**src/sv/uart_pkg.sv**
```systemverilog
// Shared types and constants for the UART transceiver.
`timescale 1ns / 1ps

package uart_pkg;

  localparam int unsigned CNT_W  = 16;
  localparam int unsigned BYTE_W = 8;

  localparam logic [CNT_W-1:0] BIT_TICKS_RST = 16'd8;

  // Frame phase, shared by receiver and transmitter.
  typedef enum logic [3:0] {
    PH_IDLE   = 4'b0001,
    PH_FIRST  = 4'b0010,
    PH_SECOND = 4'b0100,
    PH_LAST   = 4'b1000
  } phase_e;

  typedef struct packed {
    logic              valid;
    logic [BYTE_W-1:0] data;
  } rx_res_t;

  typedef struct packed {
    logic line;
    logic busy;
  } tx_res_t;

endpackage

```
**src/sv/uart_8n1_transceiver_unit.sv**
```systemverilog
// Top level of the UART transceiver: config register, rx/tx cores, result register.
// Each request is one tick of the bit-timing clock and yields exactly one result:
// the transmit level and busy flag after that tick, plus a received byte with
// its valid flag (byte reads zero when no byte is reported). The block takes one
// request per cycle while in_ready_o is high; the receiver and transmitter state
// advance in the cycle of acceptance and the result lands in a single output
// register in the cycle after. in_ready_o drops only while that register holds a
// result that the consumer has not taken. bit_ticks (reset 8) sets the bit
// period in ticks; the receiver waits bit_ticks/2 + bit_ticks ticks after the
// start edge before its first sample. Write bit_ticks only while idle; a new
// value takes effect the next time a bit counter loads. The stop bit is not checked.
`timescale 1ns / 1ps

module uart_8n1_transceiver_unit #(
  parameter int unsigned DATA_BITS = 8
) (
  input  logic                        clk_i,
  input  logic                        rst_ni,
  // configuration
  input  logic                        cfg_we_i,
  input  logic [uart_pkg::CNT_W-1:0]  cfg_wdata_i,
  // request channel
  input  logic                        in_valid_i,
  output logic                        in_ready_o,
  input  logic                        rx_line_i,
  input  logic                        send_valid_i,
  input  logic [uart_pkg::BYTE_W-1:0] send_byte_i,
  // result channel
  output logic                        out_valid_o,
  input  logic                        out_ready_i,
  output logic                        tx_line_o,
  output logic                        tx_busy_o,
  output logic                        rx_valid_o,
  output logic [uart_pkg::BYTE_W-1:0] rx_byte_o
);

  logic [uart_pkg::CNT_W-1:0] bit_ticks_q;
  logic                       adv;
  uart_pkg::rx_res_t          rx_res;
  uart_pkg::tx_res_t          tx_res;
  logic                       out_valid_q, out_valid_d;
  uart_pkg::rx_res_t          rx_res_q;
  uart_pkg::tx_res_t          tx_res_q;

  // Hold the bit period; the user must write it only while the block is idle (not enforced here).
  always_ff @(posedge clk_i or negedge rst_ni) begin
    if (!rst_ni) begin
      bit_ticks_q <= uart_pkg::BIT_TICKS_RST;
    end else if (cfg_we_i) begin
      bit_ticks_q <= cfg_wdata_i;
    end
  end

  // Accept a request whenever the result register is empty or being drained.
  assign in_ready_o = !out_valid_q || out_ready_i;
  assign adv        = in_valid_i && in_ready_o;

  uart_rx #(
    .DATA_BITS (DATA_BITS)
  ) u_rx (
    .clk_i       (clk_i),
    .rst_ni      (rst_ni),
    .adv_i       (adv),
    .rx_line_i   (rx_line_i),
    .bit_ticks_i (bit_ticks_q),
    .res_o       (rx_res)
  );

  uart_tx #(
    .DATA_BITS (DATA_BITS)
  ) u_tx (
    .clk_i        (clk_i),
    .rst_ni       (rst_ni),
    .adv_i        (adv),
    .send_valid_i (send_valid_i),
    .send_byte_i  (send_byte_i),
    .bit_ticks_i  (bit_ticks_q),
    .res_o        (tx_res)
  );

  // Result register: fill on accept, drop when the consumer takes it.
  always_comb begin
    out_valid_d = out_valid_q;
    if (adv) begin
      out_valid_d = 1'b1;
    end else if (out_ready_i) begin
      out_valid_d = 1'b0;
    end
  end

  always_ff @(posedge clk_i or negedge rst_ni) begin
    if (!rst_ni) begin
      out_valid_q <= 1'b0;
    end else begin
      out_valid_q <= out_valid_d;
    end
  end

  always_ff @(posedge clk_i) begin
    if (adv) begin
      rx_res_q <= rx_res;
      tx_res_q <= tx_res;
    end
  end

  assign out_valid_o = out_valid_q;
  assign tx_line_o   = tx_res_q.line;
  assign tx_busy_o   = tx_res_q.busy;
  assign rx_valid_o  = rx_res_q.valid;
  assign rx_byte_o   = rx_res_q.data;

endmodule

```
**src/sv/uart_rx.sv**
```systemverilog
// UART receiver: start detect, mid-bit sampling and byte report.
`timescale 1ns / 1ps

module uart_rx #(
  parameter int unsigned DATA_BITS = 8
) (
  input  logic                        clk_i,
  input  logic                        rst_ni,
  input  logic                        adv_i,
  input  logic                        rx_line_i,
  input  logic [uart_pkg::CNT_W-1:0]  bit_ticks_i,
  output uart_pkg::rx_res_t           res_o
);

  localparam int unsigned IDX_W = $clog2(DATA_BITS + 1);

  uart_pkg::phase_e                  phase_q, phase_d;
  logic [uart_pkg::CNT_W-1:0]        cnt_q, cnt_d;
  logic [IDX_W-1:0]                  idx_q, idx_d;
  logic [uart_pkg::BYTE_W-1:0]       shift_q, shift_d;
  logic [IDX_W-1:0]                  idx_inc;

  assign idx_inc = idx_q + IDX_W'(1);

  always_comb begin
    phase_d = phase_q;
    cnt_d   = cnt_q;
    idx_d   = idx_q;
    shift_d = shift_q;
    res_o   = '0;
    if (phase_q == uart_pkg::PH_IDLE) begin
      if (!rx_line_i) begin
        phase_d = uart_pkg::PH_FIRST;
        cnt_d   = bit_ticks_i >> 1;
        idx_d   = '0;
        shift_d = '0;
      end
    end else if (cnt_q > uart_pkg::CNT_W'(1)) begin
      cnt_d = cnt_q - uart_pkg::CNT_W'(1);
    end else begin
      unique case (phase_q)
        uart_pkg::PH_FIRST: begin
          phase_d = uart_pkg::PH_SECOND;
          cnt_d   = bit_ticks_i;
        end
        uart_pkg::PH_SECOND: begin
          // keep only the bits that fit the byte
          if ({1'b0, idx_q} < (IDX_W + 1)'(uart_pkg::BYTE_W)) begin
            shift_d[idx_q[2:0]] = shift_q[idx_q[2:0]] | rx_line_i;
          end
          idx_d = idx_inc;
          cnt_d = bit_ticks_i;
          if (idx_inc >= IDX_W'(DATA_BITS)) begin
            phase_d = uart_pkg::PH_LAST;
          end
        end
        default: begin
          res_o.valid = 1'b1;
          res_o.data  = shift_q;
          phase_d     = uart_pkg::PH_IDLE;
          cnt_d       = '0;
        end
      endcase
    end
  end

  always_ff @(posedge clk_i or negedge rst_ni) begin
    if (!rst_ni) begin
      phase_q <= uart_pkg::PH_IDLE;
      cnt_q   <= '0;
      idx_q   <= '0;
      shift_q <= '0;
    end else if (adv_i) begin
      phase_q <= phase_d;
      cnt_q   <= cnt_d;
      idx_q   <= idx_d;
      shift_q <= shift_d;
    end
  end

endmodule

```
**src/sv/uart_tx.sv**
```systemverilog
// UART transmitter: idle bit, start bit and data bits, LSB first.
`timescale 1ns / 1ps

module uart_tx #(
  parameter int unsigned DATA_BITS = 8
) (
  input  logic                        clk_i,
  input  logic                        rst_ni,
  input  logic                        adv_i,
  input  logic                        send_valid_i,
  input  logic [uart_pkg::BYTE_W-1:0] send_byte_i,
  input  logic [uart_pkg::CNT_W-1:0]  bit_ticks_i,
  output uart_pkg::tx_res_t           res_o
);

  localparam int unsigned IDX_W = $clog2(DATA_BITS + 1);

  uart_pkg::phase_e                  phase_q, phase_d;
  logic [uart_pkg::CNT_W-1:0]        cnt_q, cnt_d;
  logic [IDX_W-1:0]                  idx_q, idx_d;
  logic [uart_pkg::BYTE_W-1:0]       shift_q, shift_d;
  logic                              level_q, level_d;
  logic [IDX_W-1:0]                  idx_inc;

  assign idx_inc = idx_q + IDX_W'(1);

  always_comb begin
    phase_d = phase_q;
    cnt_d   = cnt_q;
    idx_d   = idx_q;
    shift_d = shift_q;
    level_d = level_q;
    if (phase_q != uart_pkg::PH_IDLE) begin
      if (cnt_q > uart_pkg::CNT_W'(1)) begin
        cnt_d = cnt_q - uart_pkg::CNT_W'(1);
      end else begin
        cnt_d = bit_ticks_i;
        unique case (phase_q)
          uart_pkg::PH_FIRST: begin
            phase_d = uart_pkg::PH_SECOND;
            level_d = 1'b0;
          end
          uart_pkg::PH_SECOND: begin
            phase_d = uart_pkg::PH_LAST;
            idx_d   = '0;
            level_d = shift_q[0];
          end
          default: begin
            idx_d = idx_inc;
            if (idx_inc >= IDX_W'(DATA_BITS)) begin
              phase_d = uart_pkg::PH_IDLE;
              cnt_d   = '0;
              level_d = 1'b1;
            end else if ({1'b0, idx_inc} < (IDX_W + 1)'(uart_pkg::BYTE_W)) begin
              level_d = shift_q[idx_inc[2:0]];
            end else begin
              level_d = 1'b0;
            end
          end
        endcase
      end
    end
    // take a request on any tick that ends idle, frame end included
    if (phase_d == uart_pkg::PH_IDLE && send_valid_i) begin
      phase_d = uart_pkg::PH_FIRST;
      cnt_d   = bit_ticks_i;
      idx_d   = '0;
      shift_d = send_byte_i;
      level_d = 1'b1;
    end
    res_o.line = level_d;
    res_o.busy = (phase_d != uart_pkg::PH_IDLE);
  end

  always_ff @(posedge clk_i or negedge rst_ni) begin
    if (!rst_ni) begin
      phase_q <= uart_pkg::PH_IDLE;
      cnt_q   <= '0;
      idx_q   <= '0;
      shift_q <= '0;
      level_q <= 1'b1;
    end else if (adv_i) begin
      phase_q <= phase_d;
      cnt_q   <= cnt_d;
      idx_q   <= idx_d;
      shift_q <= shift_d;
      level_q <= level_d;
    end
  end

endmodule

```
**config.mk**
```make
export PLATFORM = sky130hd
export DESIGN_NAME = uart_8n1_transceiver_unit
export DESIGN_NICKNAME = d
export VERILOG_FILES = /design/src/sv/uart_pkg.sv /design/src/sv/uart_8n1_transceiver_unit.sv /design/src/sv/uart_rx.sv /design/src/sv/uart_tx.sv
export SDC_FILE = /design/constraint.sdc
export NUM_CORES = 1
export LEC_CHECK = 0
export BUFFER_PORTS_ARGS = -buffer_cell sky130_fd_sc_hd__buf_2
export CAP_MARGIN = 20
export CELL_PAD_IN_SITES_DETAIL_PLACEMENT = 1
export CELL_PAD_IN_SITES_GLOBAL_PLACEMENT = 1
export CORE_MARGIN = 2
export CORE_UTILIZATION = 47
export DETAILED_ROUTE_END_ITERATION = 8
export MAX_ROUTING_LAYER = met4
export PLACE_DENSITY_LB_ADDON = 0.1
export SLEW_MARGIN = 0
export SYNTH_ARGS = -nofsm -noshare
export SYNTH_HDL_FRONTEND = slang
export SYNTH_SLANG_ARGS = --single-unit
```
**constraint.sdc**
```tcl
create_clock -name clk_i -period 3.55 [get_ports clk_i]
set_input_delay 0.1775 -clock clk_i [delete_from_list [all_inputs] [get_ports clk_i]]
set_output_delay 0.1775 -clock clk_i [all_outputs]
set_load 0.02 [all_outputs]
```
==> run_results.csv, run 1 <==
group,metric,value,unit
run_status,status,"complete, no violations",
grt,grt_max_degree,83,
grt,number_of_antenna_violations_at_the_first_check_in_global_routing,0,
sta,timing.final.crit_share,0.869,
layout,area_used_by_multi_input_combinational_logic,2620,um2
grt,grt_usage,0.269,
place,io_buffer_count,43,
clocking,htree_levels,3,
clocking,tritoncts,"yes",
worst_setup_path,timing.setup.critical_path_class,"reg -> reg",
grt,globalRouteOverflowTotal,0,
synth,synthesis.yosys.warnings,0,
synth,post_synth_num_cell_types,66,
synth,dominantRegCellSynth,"sky130_fd_sc_hd__dfrtp_1",
synth,post_synth_and_or_nand_nor_area_fraction,0.163,
synth,compound_gate_portion_of_the_synthesized_area,0.201,
worst_setup_path,timing.critical_path.from_type,"flop",
clocking,cts-root-to-sink-buffers,2,
grt,wire_length_of_the_first_global_routing_pass,23900,um
synth,yosysTopAreaCell,"sky130_fd_sc_hd__dfrtp_1",
hold_path,hp-class,"in -> reg",
synth,synthMuxAreaShare,0.0964,
synth,post_synth_instance_area,5190,um2
synth,synthesis.nets,549,
clocking,clock_insertion_delay_worst_skew,0.38,ns
synth,synth.avg_cell_area,10.1,um2
sta,slew-limit-headroom,0.494,
routing,num_vias,4462,
worst_setup_path,worstPathRequired,3.81,ns
floorplanning,effective_utilization_at_floorplan,0.481,
place,dp_worst_setup_slack,0.474,ns
clocking,worst_setup_hold_path_clk_slew,0.10,ns
place,dpl.hpwl,10400,um
synth,synthesis.instances,512,
synth,yosys_register_bits,93,
layout,sequential_cell_area,2390,um2
floorplanning,std_cell_rows,38,
layout,mostFrequentLayoutCells,"78 x sky130_fd_sc_hd__dfrtp_1, 42 x sky130_fd_sc_hd__buf_2, 31 x sky130_fd_sc_hd__nand2_1",
sta,final_setup_violations,0,
sta,final-hold-violation-count,0,
layout,area_delta_synth_final,13.0,%
routing,drt_wl_total,14800,um
floorplanning,design.portCount,44,
place,gp_congestion,0.854,
worst_setup_path,critical_path_arrival,3.35,ns
floorplanning,die_x,109,um
routing,drc,0,
routing,antenna_violating_nets_post_route,0,
layout,antenna_cells,0,
pwr,power_density_of_the_placed_cells,593,nW/um2
sta,final_max_slew_viol_count,0,
synth,synth_fa_ha_area_frac,0.0145,
sta,fmaxAchievable,324,MHz
sta,grt_setup_unrepaired,"false",
sta,setup_total_negative_slack,0,ns
synth,combinational_family_with_the_most_area_after_synthesis,"compound AO/OA/AOI/OAI gates",
routing,first_pass_iters,5,
floorplanning,die_area,11900,um2
pwr,power_leakage,2.43,nW
clocking,cts_root_buffer,"sky130_fd_sc_hd__clkbuf_8",
grt,first_global_vias,4509,
routing,post_drt_via_cell_ratio,6.36,
pwr,ir_drop,0.321,mV
floorplanning,floorplan.die.height,109,um
routing,wl_per_cell,21.1,um
pwr,total_power,3.48,mW
layout,fill_cells,1217,
sta,tightestPinTransition,0.759,ns
layout,ratio_of_cells_with_drive_above_1_in_the_final_layout,0.219,
synth,ys_async_sr_fraction,0.882,
synth,yosysTopAreaCellShare,0.376,
synth,synth.yosys.seq_area_share,0.460,
sta,timing.clock.skew,0.0127,ns
routing,first_iter_violations,206,
layout,layout_commonest_cell,"sky130_fd_sc_hd__dfrtp_1",
worst_setup_path,cp-end-kind,"flop",
floorplanning,core_region_area,10800,um2
synth,yosys-top-cells-area,"sky130_fd_sc_hd__dfrtp_1 38%, sky130_fd_sc_hd__edfxtp_1 6.4%, sky130_fd_sc_hd__mux2_2 4.3%",
clocking,clock_sinks,93,
layout,layout.nets,594,
worst_setup_path,critical_path.max_fanout,10,
run,maxCapViolCount,0,
synth,number_of_flops_mapped_to_enable_cells_by_yosys,11,
sta,fin_crit,3.09,ns
sta,final_critical_path_setup_slack,0.465,ns
synth,post_synth_xor_area_fraction,0.0253,
clocking,total_clock_buffers_created_by_cts,9,
[cell type report]
cell class                      count  share of cell area
Multi-Input combinational cell    367               0.446
Sequential cell                    93               0.407
Timing Repair Buffer               67              0.0717
Tap cell                          140              0.0299
Clock buffer                       11              0.0224
Inverter                           19              0.0122
Clock inverter                      5              0.0105
[cells in the mapped netlist (all sizes together), types with 5 or more instances]
cell type,n
o31ai,6
and2,7
nand2,31
nor3,20
nor4b,6
o211ai,8
a21oi,23
nand3,14
or4,6
nor2,27
mux2,28
edfxtp,11
o2111ai,8
a31oi,11
mux2i,11
a221o,15
nor2b,5
ha,6
o22ai,10
inv,18
clkbuf,29
o21ai,32
a22oi,6
nor4,11
nand4,6
dfrtp,78
xnor2,15
[per-layer routing]
metal / vias up / routed length (um) / global-route usage
met2: 89 / 7310 / 0.434
li1: 2050 / - / -
met1: 2306 / 6840 / 0.358
met3: 17 / 505 / 0.0454
met4: 0 / 180 / 0.0595
met5: - / 0 / -
[state kept, by name, summed over array words and instances (netlist names)]
| register | cells |
|---|---|
| u_rx.phase_q | 4 |
| bit_ticks_q | 16 |
| rx_valid_o | 1 |
| u_rx.idx_q | 4 |
| tx_busy_o | 1 |
| tx_line_o | 1 |
| u_rx.cnt_q | 16 |
| rx_byte_o | 8 |
| u_rx.shift_q | 8 |
| u_tx.cnt_q | 16 |
| u_tx.phase_q | 4 |
| u_tx.idx_q | 4 |
| out_valid_o | 1 |
| u_tx.level_q | 1 |
| u_tx.shift_q | 8 |
[report_power, final]
group / switching [mW] / internal, mW
clock network: 0.398 / 0.328
registers: 0.298 / 1.32
logic: 0.595 / 0.536
total: 1.29 / 2.19
[final timing paths]
path,from,slack (ns),cells past startpoint,endpoint
min in group asynchronous,rst_ni,0.29,2,u_rx.shift_q[2]$_DFFE_PN0P_
max in group asynchronous,rst_ni,2.57,3,bit_ticks_q[3]$_DFFE_PN1P_
worst max-delay path,u_tx.cnt_q[10]$_DFFE_PN0P_,0.46,5,u_tx.shift_q[6]$_DFFE_PN0P_
worst max register to register,u_tx.cnt_q[10]$_DFFE_PN0P_,0.46,5,u_tx.shift_q[6]$_DFFE_PN0P_
worst min-delay path,send_byte_i[4],0.03,2,u_tx.shift_q[4]$_DFFE_PN0P_
worst min register to register,u_tx.shift_q[2]$_DFFE_PN0P_,0.52,1,u_tx.shift_q[2]$_DFFE_PN0P_
[worst max-delay path: stages, from the launching register on]
cell and delay [ns]:
sky130_fd_sc_hd__dfrtp_1 0.43, sky130_fd_sc_hd__or4_1 0.64, sky130_fd_sc_hd__or4_1 0.47, sky130_fd_sc_hd__o41a_1 0.48, sky130_fd_sc_hd__or3_1 0.58, sky130_fd_sc_hd__mux2_4 0.38
[per-stage QoR]
stage | area (um2) | utilization | cells | hold slack, ns
2_1_floorplan | 5190 | - | 512 | -0.118
3_3_place_gp | 5630 | 0.522 | 684 | 0.409
3_5_place_dp | 5630 | 0.522 | 684 | 0.415
4_1_cts | 5830 | 0.540 | 700 | 0.0180
5_1_grt | 5860 | 0.543 | 702 | 0.0106
6_report | 5860 | 0.543 | 702 | 0.0262
[repair_timing]
| action | in CTS | in global routing |
|---|---|---|
| endpoints found under the setup margin | 0 | 0 |
| buffers inserted | 0 | 0 |
| resized for setup | 0 | 0 |
| endpoints found under the hold margin | 0 | 30 |
| hold buffers | 0 | 1 |
[cells by family after synthesis]
| group | Yosys count |
|---|---|
| and+or+nand+nor | 156 |
| AOI/OAI and AO/OA | 149 |
| DFF | 93 |
| buffers and inverters | 52 |
| muxes | 41 |
| xor gates and xnor gates | 15 |
| adders and majority gates | 6 |
Power figures use the tool's default switching activity.
==> run 2: changes to the inputs <==
Settings changed: SYNTH_HIERARCHICAL from default to 1.
==> run 2 against run 1 <==
Against the previous run: fmax is 1.6% lower; sequential power is 4% higher; first-iteration DRC count is 40% higher; sequential cell count stayed put; cell area is 2.4% higher; global-route usage is 0.092 points lower; combinational power hardly changed; clock skew is 0.0072 ns lower; synthesized cell count is 5.5% higher.
==> run_results.csv, run 2 <==
group,metric,value,unit
run_status,status,"complete, no violations",
layout,mostFrequentLayoutCells,"78 x sky130_fd_sc_hd__dfrtp_1, 48 x sky130_fd_sc_hd__o21ai_0, 43 x sky130_fd_sc_hd__buf_2",
synth,combinational_family_with_the_most_area_after_synthesis,"compound AO/OA/AOI/OAI gates",
synth,synth.yosys.seq_area_share,0.445,
layout,design_area,6010,um2
layout,biggestRegsByFlops,"bit_ticks_q: 16 flops, u_rx/cnt_q: 16 flops, u_tx/cnt_q: 16 flops",
synth,post_synth_instance_area,5370,um2
sta,final-hold-violation-count,0,
synth,compound_gate_portion_of_the_synthesized_area,0.210,
pwr,ir_drop,0.301,mV
clocking,worst_setup_hold_path_clk_slew,0.07,ns
sta,fmaxAchievable,319,MHz
worst_setup_path,r2r_cells,6,
synth,post_synth_num_cell_types,71,
hold_path,hp-class,"in -> reg",
place,dpl.hpwl,10900,um
clocking,clock_insertion_delay_worst_skew,0.35,ns
worst_setup_path,critical_path_arrival,3.37,ns
floorplanning,effective_utilization_at_floorplan,0.476,
worst_setup_path,r2r_slack,0.41,ns
routing,wl_per_cell,21.3,um
layout,ratio_of_cells_with_drive_above_1_in_the_final_layout,0.209,
synth,post_synth_and_or_nand_nor_area_fraction,0.181,
grt,grt_usage,0.268,
synth,synthesis.nets,577,
grt,gr-usage-met2,0.449,
worst_setup_path,critical_path.max_fanout,9,
sta,fin_worst_hold_slack,0.0483,ns
sta,timing.final.crit_share,0.883,
place,place_inst,707,
worst_setup_path,cp-endpoint,"u_tx/shift_q[3]$_DFFE_PN0P_",
layout,layout_commonest_cell,"sky130_fd_sc_hd__dfrtp_1",
sta,final_max_slew_viol_count,0,
routing,post_drt_via_cell_ratio,6.25,
sta,tightestPinTransition,1.02,ns
grt,first_global_vias,4717,
hold_path,timing.hold.worst.start,"in_valid_i",
worst_setup_path,r2r-end,"u_tx/shift_q[3]$_DFFE_PN0P_",
clocking,tritoncts,"yes",
clocking,clock_sinks,93,
synth,dominantRegCellSynth,"sky130_fd_sc_hd__dfrtp_1",
grt,grt_util_met1,0.335,
worst_setup_path,timing.critical_path.from_type,"flop",
clocking,htree_levels,3,
place,gp_congestion,0.827,
floorplanning,floorplan.die.height,111,um
pwr,power_leakage,2.42,nW
worst_setup_path,cp-end-kind,"flop",
clocking,total_clock_buffers_created_by_cts,9,
worst_setup_path,timing.critical_path.from,"u_tx/cnt_q[12]$_DFFE_PN0P_",
place,dpl-instance-area,5680,um2
synth,synthesis.yosys.warnings,6,
synth,yosys-top-cells-area,"sky130_fd_sc_hd__dfrtp_1 36%, sky130_fd_sc_hd__edfxtp_1 6.2%, sky130_fd_sc_hd__mux2_4 5.0%",
sta,final_setup_violations,0,
grt,grt_max_degree,83,
grt,grt_use_met3,0.0388,
synth,number_of_flops_mapped_to_enable_cells_by_yosys,11,
routing,first_pass_iters,4,
sta,fin_crit,3.14,ns
floorplanning,die_area,12300,um2
routing,antenna_violating_nets_post_route,0,
worst_setup_path,worstPathRequired,3.79,ns
grt,globalRoute.busiestLayer,"met2",
worst_setup_path,timing.rr.start,"u_tx/cnt_q[12]$_DFFE_PN0P_",
layout,area_delta_synth_final,11.9,%
synth,ys_top_cells_by_count,"78 x sky130_fd_sc_hd__dfrtp_1, 48 x sky130_fd_sc_hd__o21ai_0, 36 x sky130_fd_sc_hd__nand2_1, 30 x sky130_fd_sc_hd__nor2_1, 29 x sky130_fd_sc_hd__a21oi_1",
floorplanning,core_region_area,11300,um2
grt,wire_length_of_the_first_global_routing_pass,25400,um
sta,final_critical_path_setup_slack,0.414,ns
sta,slew-limit-headroom,0.311,
routing,drc,0,
synth,post_synth_xor_area_fraction,0.0180,
grt,number_of_antenna_violations_at_the_first_check_in_global_routing,0,
synth,yosysTopAreaCell,"sky130_fd_sc_hd__dfrtp_1",
pwr,power_density_of_the_placed_cells,627,nW/um2
sta,timing.clock.skew,0.00554,ns
run,maxCapViolCount,0,
routing,num_vias,4540,
place,dp_worst_setup_slack,0.424,ns
routing,drt_wl_total,15400,um
synth,yosysTopAreaCellShare,0.364,
floorplanning,std_cell_rows,39,
synth,yosys_register_bits,93,
synth,synthesis.instances,540,
clocking,cts-root-to-sink-buffers,2,
sta,setup_total_negative_slack,0,ns
sta,grt_setup_unrepaired,"false",
floorplanning,design.portCount,44,
layout,layout.nets,615,
synth,synthMostInstantiatedCell,"sky130_fd_sc_hd__dfrtp_1",
layout,final-instance-count-excl-fill,726,
synth,ys_async_sr_fraction,0.882,
floorplanning,die_x,111,um
clocking,cts_root_buffer,"sky130_fd_sc_hd__clkbuf_16",
layout,finish.utilization,0.533,
layout,antenna_cells,0,
grt,globalRouteOverflowTotal,0,
synth,synth.avg_cell_area,9.94,um2
synth,synth_fa_ha_area_frac,0.0140,
clocking,postCtsResizedCells,0,
routing,first_iter_violations,288,
place,io_buffer_count,43,
pwr,total_power,3.77,mW
synth,synthMuxAreaShare,0.0835,
worst_setup_path,timing.setup.critical_path_class,"reg -> reg",
-- run 2: area by class of cell --
cell class / count / area (um2)
inverters: 16 / 60.1
multi-input cells: 396 / 2720
flip-flops and latches: 93 / 2390
clock inverters: 2 / 16.3
well taps: 143 / 179
clock buffers: 14 / 265
repair buffers: 62 / 380
fillers: 1306 / 5270
-- run 2: worst min-delay path by stage --
stage	to	slack (ns)	cells after the start
floorplan	bit_ticks_q[0]$_DFFE_PN0P_	-0.12	0
global placement	out_valid_o$_DFFE_PN0P_	0.38	2
detailed placement	out_valid_o$_DFFE_PN0P_	0.41	2
CTS	u_tx/shift_q[6]$_DFFE_PN0P_	0.04	2
global route	u_tx/shift_q[6]$_DFFE_PN0P_	0.05	2
finish	out_valid_o$_DFFE_PN0P_	0.05	2
-- run 2: kinds of logic after synthesis --
kind of cell,Yosys count
AO/OA/AOI/OAI,178
XOR/XNOR,11
adder cells (fa/ha/maj),6
buffers and inverters,51
flip-flops,93
multiplexers,30
AND/OR/NAND/NOR,171
-- run 2: where the power goes --
group / internal, mW / switching, mW
registers: 1.33 / 0.365
logic: 0.530 / 0.610
clock network: 0.520 / 0.412
-- run 2: worst max-delay path, cell delays in order (launching register included) --
cell and delay [ns]:
sky130_fd_sc_hd__dfrtp_1 0.44, sky130_fd_sc_hd__or4_4 0.55, sky130_fd_sc_hd__or4_1 0.63, sky130_fd_sc_hd__o31a_1 0.35
sky130_fd_sc_hd__o21bai_4 0.23, sky130_fd_sc_hd__or2_1 0.44, sky130_fd_sc_hd__mux2_4 0.38
-- run 2: what timing repair did --
item / CTS / global route
hold buffers: 0 / 1
endpoints found under the hold margin: 0 / 11
setup buffers: 0 / 0
-- run 2: routing by layer --
metal | part of all wire | vias to the layer above
li1 | - | 2118
met1 | 0.44 | 2326
met2 | 0.52 | 79
met3 | 0.029 | 17
met4 | 0.015 | 0
met5 | 0 | -
==> run 3: changes to the inputs <==
Settings changed: BUFFER_PORTS_ARGS -buffer_cell sky130_fd_sc_hd__buf_2 to default, CORE_UTILIZATION 47 to 50, DONT_BUFFER_PORTS from default to 1.
==> run 3 against run 2 <==
Against the previous run: register-to-register slack barely moved; count of clock-buffer cells in the layout fell by 4; global-route usage rose by 4.4 points; power fell by 1.1%; critical path type unchanged; largest power group unchanged.
==> run_results.csv, run 3 (synthesis gave the netlist of run 2 again) <==
group,metric,value,unit
run_status,status,"complete, no violations",
floorplanning,floorplan.die.height,108,um
sta,timing.clock.skew,0.0211,ns
worst_setup_path,worst-path-stages,6,
pwr,p_sw_frac,0.385,
grt,grt_max_degree,83,
layout,layout.nets,614,
floorplanning,core_region_area,10400,um2
floorplanning,die_area,11600,um2
layout,sequential_cell_area,2390,um2
layout,area_delta_synth_final,14.5,%
routing,drc,0,
routing,antenna_violating_nets_post_route,0,
worst_setup_path,timing.critical_path.from,"u_tx/cnt_q[12]$_DFFE_PN0P_",
clocking,cts_root_buffer,"sky130_fd_sc_hd__clkbuf_8",
layout,antenna_cells,0,
worst_setup_path,r2r_cells,6,
layout,layout_commonest_cell,"sky130_fd_sc_hd__dfrtp_1",
hold_path,hp-class,"in -> reg",
routing,first_pass_iters,7,
pwr,net-switching-power,1.43,mW
worst_setup_path,critical_path.max_fanout,9,
worst_setup_path,crit_path_top_delay_cell,"sky130_fd_sc_hd__or4_1",
routing,first_iter_violations,319,
routing,post_drt_via_cell_ratio,6.57,
sta,setup_total_negative_slack,0,ns
sta,final_max_slew_viol_count,0,
layout,design_area,6140,um2
sta,timing.final.crit_share,0.886,
sta,tightestPinTransition,0.643,ns
floorplanning,effective_utilization_at_floorplan,0.517,
worst_setup_path,cp.buffers_inverters,0,
layout,mostFrequentLayoutCells,"78 x sky130_fd_sc_hd__dfrtp_1, 48 x sky130_fd_sc_hd__o21ai_0, 43 x sky130_fd_sc_hd__dlygate4sd3_1",
clocking,worst_setup_hold_path_clk_slew,0.10,ns
clocking,tritoncts,"yes",
clocking,clock_sinks,93,
sta,fmaxAchievable,318,MHz
layout,area_used_by_multi_input_combinational_logic,2720,um2
pwr,ir_drop,0.337,mV
sta,final_setup_violations,0,
pwr,internal_power,2.29,mW
worst_setup_path,cp-end-kind,"flop",
floorplanning,die_x,108,um
grt,globalRouteOverflowTotal,0,
place,dpl-instance-area,5460,um2
routing,drt_wl_total,16500,um
sta,slew-limit-headroom,0.567,
place,gp_congestion,0.876,
pwr,seq_power_share,0.460,
layout,biggestRegsByFlops,"bit_ticks_q: 16 flops, u_rx/cnt_q: 16 flops, u_tx/cnt_q: 16 flops",
clocking,total_clock_buffers_created_by_cts,9,
worst_setup_path,cp-endpoint,"u_tx/shift_q[7]$_DFFE_PN0P_",
pwr,power_density_of_the_placed_cells,606,nW/um2
clocking,clock_insertion_delay_worst_skew,0.37,ns
place,dp_worst_setup_slack,0.462,ns
worst_setup_path,r2r_slack,0.41,ns
worst_setup_path,timing.critical_path.max_delay_family,"simple AND/OR/NAND/NOR gates",
grt,grt_usage,0.312,
floorplanning,design.portCount,44,
clocking,htree_levels,3,
worst_setup_path,timing.setup.critical_path_class,"reg -> reg",
layout,fill_cells,1158,
clocking,cts-root-to-sink-buffers,2,
routing,wl_per_cell,23.0,um
grt,first_global_vias,4871,
worst_setup_path,timing.rr.start,"u_tx/cnt_q[12]$_DFFE_PN0P_",
worst_setup_path,timing.critical_path.from_type,"flop",
floorplanning,std_cell_rows,37,
sta,final-hold-violation-count,0,
worst_setup_path,r2r-end,"u_tx/shift_q[7]$_DFFE_PN0P_",
worst_setup_path,worstPathRequired,3.80,ns
pwr,comb_power_share,0.319,
grt,number_of_antenna_violations_at_the_first_check_in_global_routing,0,
place,io_buffer_count,0,
sta,fin_crit,3.14,ns
layout,ratio_of_cells_with_drive_above_1_in_the_final_layout,0.141,
worst_setup_path,timing.critical_path.cells,"or4_4 -> or4_1 -> nor4_2 -> o21bai_4 -> or2_1 -> mux2_4",
routing,num_vias,4717,
sta,grt_setup_unrepaired,"false",
worst_setup_path,critical_path_arrival,3.40,ns
pwr,power_leakage,2.40,nW
sta,final_critical_path_setup_slack,0.406,ns
place,dpl.hpwl,10300,um
worst_setup_path,cp_slowest_stage_delay,0.63,ns
grt,wire_length_of_the_first_global_routing_pass,27200,um
run,maxCapViolCount,0,
pwr,p_clk_frac,0.221,
==> run 3: area by class of cell <==
| class | count | area share |
|---|---|---|
| Multi-Input combinational cell | 396 | 0.442 |
| Sequential cell | 93 | 0.389 |
| Timing Repair Buffer | 61 | 0.0953 |
| Tap cell | 136 | 0.0277 |
| Clock buffer | 10 | 0.0208 |
| Clock inverter | 6 | 0.0153 |
| Inverter | 16 | 0.00978 |
==> run 3: worst min path at each step <==
| stage | startpoint | to | slack, ns | depth (start not counted) |
|---|---|---|---|---|
| CTS | send_valid_i | u_tx/phase_q[0]$_DFFE_PN1P_ | 0.02 | 2 |
| detailed placement | rst_ni | u_tx/cnt_q[7]$_DFFE_PN0P_ | -0.12 | 0 |
| global route | send_valid_i | u_tx/phase_q[0]$_DFFE_PN1P_ | 0.03 | 2 |
| finish | send_valid_i | u_tx/phase_q[0]$_DFFE_PN1P_ | 0.03 | 2 |
| floorplan | rst_ni | bit_ticks_q[0]$_DFFE_PN0P_ | -0.12 | 0 |
| global placement | rst_ni | u_tx/cnt_q[7]$_DFFE_PN0P_ | -0.12 | 0 |
==> run 3: per-stage QoR <==
step	power, mW	instances	util	hold slack (ns)
final	3.72	718	0.592	0.0313
after global placement	2.71	658	0.527	-0.116
after CTS	3.67	718	0.592	0.0220
after global routing	3.95	718	0.592	0.0302
after detailed placement	2.78	658	0.527	-0.116
after floorplan	2.45	540	-	-0.118
==> run 3: worst register-to-register path, stage by stage (launching register included) <==
cell and delay (ns):
sky130_fd_sc_hd__dfrtp_1 0.46, sky130_fd_sc_hd__or4_4 0.55, sky130_fd_sc_hd__or4_1 0.63, sky130_fd_sc_hd__nor4_2 0.42, sky130_fd_sc_hd__o21bai_4 0.17, sky130_fd_sc_hd__or2_1 0.44
sky130_fd_sc_hd__mux2_4 0.38
==> run 3: what timing repair did <==
action / in CTS / in global routing
setup buffers: 0 / 0
hold endpoints to repair: 108 / 0
hold buffers: 44 / 0
gates resized for setup: 0 / 0
endpoints found under the setup margin: 0 / 0
==> run 3: per-layer routing <==
layer | wire length [um] | global-route usage | vias to the layer above
met1 | 7030 | 0.403 | 2414
met3 | 784 | 0.0515 | 43
met5 | 0 | - | -
met4 | 350 | 0.0907 | 0
li1 | - | - | 2110
met2 | 8350 | 0.510 | 150
==> run 3: power groups by stage <==
stage,sequential [mW],combinational (mW),clock [mW]
after CTS,1.69,1.14,0.833
after global routing,1.76,1.32,0.876
after floorplan,1.55,0.907,0
after detailed placement,1.71,1.07,0
final,1.71,1.19,0.824
after global placement,1.69,1.02,0
